==> src/rtl/core/assert_macros.svh <==
// Assertion macros shared by the kernel sum RTL.
`ifndef ASSERT_MACROS_SVH
`define ASSERT_MACROS_SVH

// Clocked check with reset gating and a caller-supplied message.
`define KSS_ASSERT_MSG(name, prop, msg) \
  name: assert property (@(posedge clk_i) disable iff (!rst_ni) prop) else $error(msg);

// Clocked check with the default message.
`define KSS_ASSERT(name, prop) \
  `KSS_ASSERT_MSG(name, prop, "kss check failed")

`endif

==> src/rtl/core/kss_pkg.sv <==
// Package: constants, types and helpers of the k-mer kernel sum.
package kss_pkg;

  localparam int unsigned MAX_LEN       = 32;
  localparam int unsigned ALPHABET_SIZE = 20;
  localparam int unsigned WEIGHT_BITS   = 24;

  localparam int unsigned FRAC_W    = WEIGHT_BITS - 2;
  localparam int unsigned OUT_FRAC  = 28;
  localparam int unsigned SCORE_W   = 63;
  localparam int unsigned KMER_W    = 6;
  localparam int unsigned RES_W     = 5;
  localparam int unsigned FUNC_W    = 2;
  localparam int unsigned CFG_IDX_W = 2;
  localparam int unsigned IDX_W     = (MAX_LEN > 1) ? $clog2(MAX_LEN) : 1;
  localparam int unsigned LEN_W     = $clog2(MAX_LEN + 1);
  localparam int unsigned CMP_W     = (LEN_W > KMER_W) ? LEN_W : KMER_W;
  localparam int unsigned TBL_DEPTH = ALPHABET_SIZE * ALPHABET_SIZE;
  localparam int unsigned TBL_AW    = $clog2(TBL_DEPTH);
  localparam int unsigned ADDR_FW   = 2 * RES_W;
  localparam int unsigned HI_W      = SCORE_W - 32;
  localparam int unsigned HW_W      = HI_W + WEIGHT_BITS;
  localparam int unsigned LW_W      = 32 + WEIGHT_BITS;
  localparam int unsigned SH_W      = 32 - FRAC_W;
  localparam int unsigned CNT_W     = $clog2(MAX_LEN + 8);
  localparam int unsigned FLUSH_LEN = MAX_LEN + 4;
  localparam int unsigned PAIR_W    = 2 * (LEN_W + 1);

  localparam logic [SCORE_W-1:0] SAT_MAX = {SCORE_W{1'b1}};
  localparam logic [SCORE_W-1:0] ONE_Q   = SCORE_W'(1) << OUT_FRAC;

  localparam logic [FUNC_W-1:0] FUNC_TABLE  = 2'd0;
  localparam logic [FUNC_W-1:0] FUNC_FIRST  = 2'd1;
  localparam logic [FUNC_W-1:0] FUNC_SECOND = 2'd2;

  localparam logic [CFG_IDX_W-1:0] CFG_MIN_KMER = 2'd0;
  localparam logic [CFG_IDX_W-1:0] CFG_MAX_KMER = 2'd1;

  typedef struct packed {
    logic [FUNC_W-1:0] func;
    logic [4:0]        row_index;
    logic [4:0]        col_index;
    logic [23:0]       table_value;
    logic [RES_W-1:0]  residue;
    logic              last_residue;
  } in_t;

  typedef struct packed {
    logic [SCORE_W-1:0] kernel_score;
    logic               saturated;
  } out_t;

  // one diagonal element travelling down the cell row
  typedef struct packed {
    logic                   valid;
    logic [IDX_W-1:0]       idx;
    logic [LEN_W-1:0]       n;
    logic [WEIGHT_BITS-1:0] weight;
  } item_t;

  typedef struct packed {
    logic [KMER_W-1:0] kmin;
    logic [KMER_W-1:0] kmax;
  } kcfg_t;

  typedef struct packed {
    logic [SCORE_W-1:0] acc;
    logic               flag;
  } stat_t;

  typedef struct packed {
    logic               ovf;
    logic [SCORE_W-1:0] val;
  } sum_t;

  // saturating add at 2^63-1
  function automatic sum_t sat_add(input logic [SCORE_W-1:0] a, input logic [SCORE_W-1:0] b);
    logic [SCORE_W:0] s;
    sum_t             r;
    s     = {1'b0, a} + {1'b0, b};
    r.ovf = s[SCORE_W];
    r.val = s[SCORE_W] ? SAT_MAX : s[SCORE_W-1:0];
    return r;
  endfunction

endpackage

==> src/rtl/core/kss_cell.sv <==
// Cell: running product and partial sum for one start offset on a diagonal.
`include "assert_macros.svh"
module kss_cell (
  input  logic                      clk_i,
  input  logic                      rst_ni,
  input  logic [kss_pkg::IDX_W-1:0] cell_idx_i,
  input  kss_pkg::kcfg_t            kcfg_i,
  input  kss_pkg::item_t            item_i,
  output kss_pkg::item_t            item_o,
  input  logic                      drain_i,
  input  kss_pkg::stat_t            next_i,
  output kss_pkg::stat_t            stat_o
);
  import kss_pkg::*;

  item_t              item_q;
  logic               s1_v_q, s1_acc_q, s1_flg_q;
  logic [HW_W-1:0]    hw_q;
  logic [LW_W-1:0]    lw_q;
  logic               s2_v_q, s2_acc_q;
  logic [SCORE_W-1:0] prod_q, acc_q;
  logic               flag_q;

  logic               active, do_mul, acc_en, flg_en;
  logic [LEN_W-1:0]   step, avail;
  logic [SCORE_W-1:0] base, top, low_part, prod_d;
  logic [HW_W-1:0]    hw_d;
  logic [LW_W-1:0]    lw_d;
  logic               over, psat;
  sum_t               sum_m, acc_sum;

  always_comb begin
    active = item_i.valid && (item_i.idx >= cell_idx_i);
    step   = LEN_W'(item_i.idx - cell_idx_i) + LEN_W'(1);
    avail  = item_i.n - LEN_W'(cell_idx_i);
    do_mul = active && (CMP_W'(step) <= CMP_W'(kcfg_i.kmax));
    acc_en = CMP_W'(step) >= CMP_W'(kcfg_i.kmin);
    // product saturation counts only if the chain reaches the shortest k
    flg_en = (kcfg_i.kmin <= kcfg_i.kmax) && (CMP_W'(avail) >= CMP_W'(kcfg_i.kmin));
    base   = (item_i.idx == cell_idx_i) ? ONE_Q : prod_q;
    hw_d   = HW_W'(base[SCORE_W-1:32]) * HW_W'(item_i.weight);
    lw_d   = LW_W'(base[31:0]) * LW_W'(item_i.weight);
  end

  always_comb begin
    over     = |hw_q[HW_W-1:SCORE_W-SH_W];
    top      = {hw_q[SCORE_W-SH_W-1:0], {SH_W{1'b0}}};
    low_part = SCORE_W'(lw_q >> FRAC_W);
    sum_m    = sat_add(top, low_part);
    prod_d   = over ? SAT_MAX : sum_m.val;
    psat     = over | sum_m.ovf;
    acc_sum  = sat_add(acc_q, prod_q);
  end

  always_ff @(posedge clk_i or negedge rst_ni) begin
    if (!rst_ni) begin
      item_q <= '0;
      s1_v_q <= 1'b0;
      s2_v_q <= 1'b0;
      acc_q  <= '0;
      flag_q <= 1'b0;
    end else begin
      item_q <= item_i;
      s1_v_q <= do_mul;
      s2_v_q <= s1_v_q;
      if (drain_i) begin
        acc_q  <= next_i.acc;
        flag_q <= next_i.flag;
      end else begin
        if (s2_v_q && s2_acc_q) acc_q <= acc_sum.val;
        flag_q <= flag_q | (s1_v_q & s1_flg_q & psat) | (s2_v_q & s2_acc_q & acc_sum.ovf);
      end
    end
  end

  always_ff @(posedge clk_i) begin
    hw_q     <= hw_d;
    lw_q     <= lw_d;
    s1_acc_q <= acc_en;
    s1_flg_q <= flg_en;
    s2_acc_q <= s1_acc_q;
    if (s1_v_q) prod_q <= prod_d;
  end

  assign item_o = item_q;
  assign stat_o = '{acc: acc_q, flag: flag_q};

  `KSS_ASSERT(a_drain_quiet, drain_i |-> (!s1_v_q && !s2_v_q && !item_q.valid))
  `KSS_ASSERT_MSG(a_item_spacing, item_i.valid |=> !item_i.valid, "items closer than the product loop")

endmodule

==> config.mk <==
export PLATFORM = sky130hd
export DESIGN_NAME = kss_cell
export DESIGN_NICKNAME = d
export VERILOG_FILES = /design/src/rtl/core/kss_pkg.sv /design/src/rtl/core/kss_cell.sv
export VERILOG_INCLUDE_DIRS = /design/src /design/src/rtl/core
export SDC_FILE = /design/constraint.sdc
export NUM_CORES = 2
export LEC_CHECK = 0
export BUFFER_PORTS_ARGS = -buffer_cell sky130_fd_sc_hd__buf_4
export CAP_MARGIN = 30
export CORE_UTILIZATION = 35
export DETAILED_ROUTE_END_ITERATION = 10
export PLACE_DENSITY = 0.48
export SLEW_MARGIN = 20
export SYNTH_ARGS = -nofsm -noshare
export SYNTH_HDL_FRONTEND = slang
export SYNTH_SLANG_ARGS = --single-unit
==> constraint.sdc <==
create_clock -name clk_i -period 10.1 [get_ports clk_i]
set_clock_uncertainty 0.15 [all_clocks]
set_input_delay 0.505 -clock clk_i [delete_from_list [all_inputs] [get_ports clk_i]]
set_output_delay 0.505 -clock clk_i [all_outputs]
set_load 0.05 [all_outputs]
==> results.md <==
* # nets final at 9,023
* Crit path arrival time at 10.05 ns
* # fillers at 18,200
* Avg Cell Area, Syn at 8.89 um2
* Share of cells above drive strength 1 at 6.70%
* Via count at 49,900
* Final Max Slew Viols at 0
* Synth Warn # at 0
* RR Startpoint: prod_q[17]
* MaxCap Viol Count at 0
* Synth top area cells: fa_1 41%, ha_1 9.7%, inv_1 8.8%
* Via density at 5.25
* Clk_lat worst skew at 0.64 ns
* First-pass detailed-route iteration total at 5
* Worst hold path depth at 3
* CP max stage delay at 0.69 ns
* Setup CP Type: in -> reg
* Ports at 220
* CP required at 10.52 ns
* Tightest Pin Transition at 1.07 ns
* IO Port Bufs at 219
* Synth area leader: fa_1
* Pin count of the biggest net entering global routing at 100
* HPWL Detailed at 177,000 um
* RSZ-0062 raised after global routing: no
* Reg clk slew, reported paths at 0.06 ns
* Post-layout min period at 9.63 ns
* Status: finished, final reports clean
* Worst setup SP type: input pin
* Grt ovf at 0
* Worst Hold Launch: next_i[53]
* Syn_nets at 8,992
* DRC viols at 0
* DR WL/cell at 23.8 um
* Max Freq at 104 MHz
* CTS Root Cell: clkbuf_16
* Final Hold Viols at 0
* Asr flop ratio synth at 39.7%
* #FFs+latches synth at 257
* CP Depth at 32
* Crit Path Max Fanout at 63
* Global-route wire length before repair at 344,000 um
* Dominant synthesized flop cell: dfrtp_1
* CTS tree: yes
* Post-synth top area share at 41.2%
* Global Route Usage Sum at 25.4%
* R2R depth at 26
* Crit share post-route at 95.4%
* Routability congestion estimate at 0.909
* Final setup viols at 0
* Clk sinks at 257
* Vias in the first global route at 52,700
* Post-synth EDFFs at 63
* Initial Utilization at 35.3%
* Die Height at 426 um
* Most common cell on crit path: fa_1
* Total wire length at 227,000 um
* Sequential-to-total area share from yosys stat at 9.98%
* H-tree lvl count at 2
* Final setup TNS at 0 ns
* Commonest non-fill, non-tap cell in the layout: inv_1
* Most frequent cells in the layout: 1,485 x inv_1, 1,298 x fa_1, 955 x nand2_1
* Synth Instances at 7,088
* Layout area overhead at 9.62%
* CP delay by family, top: adder cells
* Core area at 0.179 mm2
* Die Area at 0.182 mm2
* Worst setup EP type: register
* Hold Path Class: in -> reg
* FP Rows at 155
* Worst path slowest cell: and2_1
* Post-synthesis cell area at 0.0630 mm2
* Total CTS buffers at 36
* Slew Limit Headroom at 28.5%
* Initial antenna violation count at 18
* Die Wd at 426 um
* Post-route ant nets at 0
* CTS max path bufs at 3
* Worst Path Buf+Inv at 9
* Drt initial violations at 3,698
* Crit path from: item_i[32]
* Synth cell types at 84
-- final cells by class --
class | instances | area [um2] | share of cell area (%)
diodes | 6 | 15.0 | 0.0217
flip-flops and latches | 257 | 6290 | 9.11
multi-input cells | 4880 | 49400 | 71.5
clock inverters | 14 | 176 | 0.255
repair buffers | 457 | 3680 | 5.33
well taps | 2355 | 2950 | 4.27
clock buffers | 52 | 1010 | 1.47
inverters | 1487 | 5580 | 8.08
-- per-layer routing --
metal,vias up,wire [um],GRT usage (%)
li1,22100,-,-
met1,25800,101000,35.6
met2,1653,105000,40.7
met3,254,15300,3.95
met4,4,5790,6.15
met5,-,26,0
-- kinds of logic after synthesis --
family,share of synthesized area [%]
adders and majority gates,50.9
AOI/OAI and AO/OA,7.72
and+or+nand+nor,17.1
muxes,0.0159
DFF,9.98
buffers and inverters,11.7
xor gates and xnor gates,2.59
-- synth_stat cells, drive strengths merged (12+ instances only) --
| cell type | count |
|---|---|
| nand2 | 955 |
| o22ai | 62 |
| fa | 1298 |
| a21oi | 210 |
| a31oi | 38 |
| o31ai | 13 |
| a211oi | 24 |
| xnor2 | 113 |
| o21a | 29 |
| edfxtp | 63 |
| dfxtp | 92 |
| o211ai | 13 |
| and2 | 91 |
| nor2b | 22 |
| o21bai | 23 |
| nor2 | 111 |
| nand2b | 36 |
| a21o | 116 |
| ha | 486 |
| nor3 | 29 |
| nand4 | 42 |
| inv | 1487 |
| buf | 41 |
| o21ai | 148 |
| nand3 | 48 |
| xor2 | 73 |
| dfrtp | 102 |
| and3 | 761 |
| clkbuf | 423 |
| a21boi | 12 |
-- state kept, by name, indices dropped and copies added, names as in the netlist --
register,flops
acc_q,63
flag_q,1
hw_q,55
item_o,36
lw_q,34
prod_q,63
s1_acc_q,1
s1_flg_q,1
s1_v_q,1
s2_acc_q,1
s2_v_q,1
-- stage by stage --
stage          area, um2  utilization (%)  hold WS [ns]  std cells  worst slack, ns
2_1_floorplan      63000                -        0.0594       7088             1.66
3_3_place_gp       67200             37.6         0.167       9374            0.451
3_5_place_dp       67300             37.7         0.171       9377            0.356
4_1_cts            69000             38.6       0.00446       9500            0.523
5_1_grt            69000             38.7        0.0278       9502           0.0187
6_report           69100             38.7        0.0446       9508            0.468
-- timing repair --
action | 4_1_cts | 5_1_grt
endpoints found under the hold margin | 81 | 0
hold buffers | 57 | 0
setup endpoints to repair | 0 | 1
gates resized for setup | 0 | 1
buffers inserted | 0 | 0
-- final timing paths --
path | to | slack (ns)
setup reg to reg | lw_q[53] | 1.40
hold / removal | acc_q[52] | 0.04
min in group asynchronous | acc_q[3] | 0.21
setup / recovery | lw_q[49] | 0.47
max in group asynchronous | acc_q[52] | 8.04
hold reg to reg | s2_acc_q | 0.18
-- worst register-to-register path, cell delays in order, from the launching register on --
cell and delay (ns):
edfxtp_1 0.93, and2_1 0.62, nand2_1 0.16, fa_1 0.58, inv_1 0.05, fa_1 0.47, inv_1 0.05, fa_1 0.51
fa_1 0.53, inv_1 0.06, fa_1 0.47, fa_1 0.52, inv_1 0.05, fa_1 0.47, inv_1 0.04, ha_1 0.33
nand2_1 0.09, a2111oi_0 0.36, buf_4 0.18, nand2_1 0.06, o211ai_1 0.52, nand3_1 0.27, o31ai_2 0.29, buf_4 0.21
a41oi_1 0.21, a31o_2 0.27, xnor2_1 0.11
Power is not shown: default switching activity piles up to over one toggle a cycle in this logic, so the estimate is an artifact.
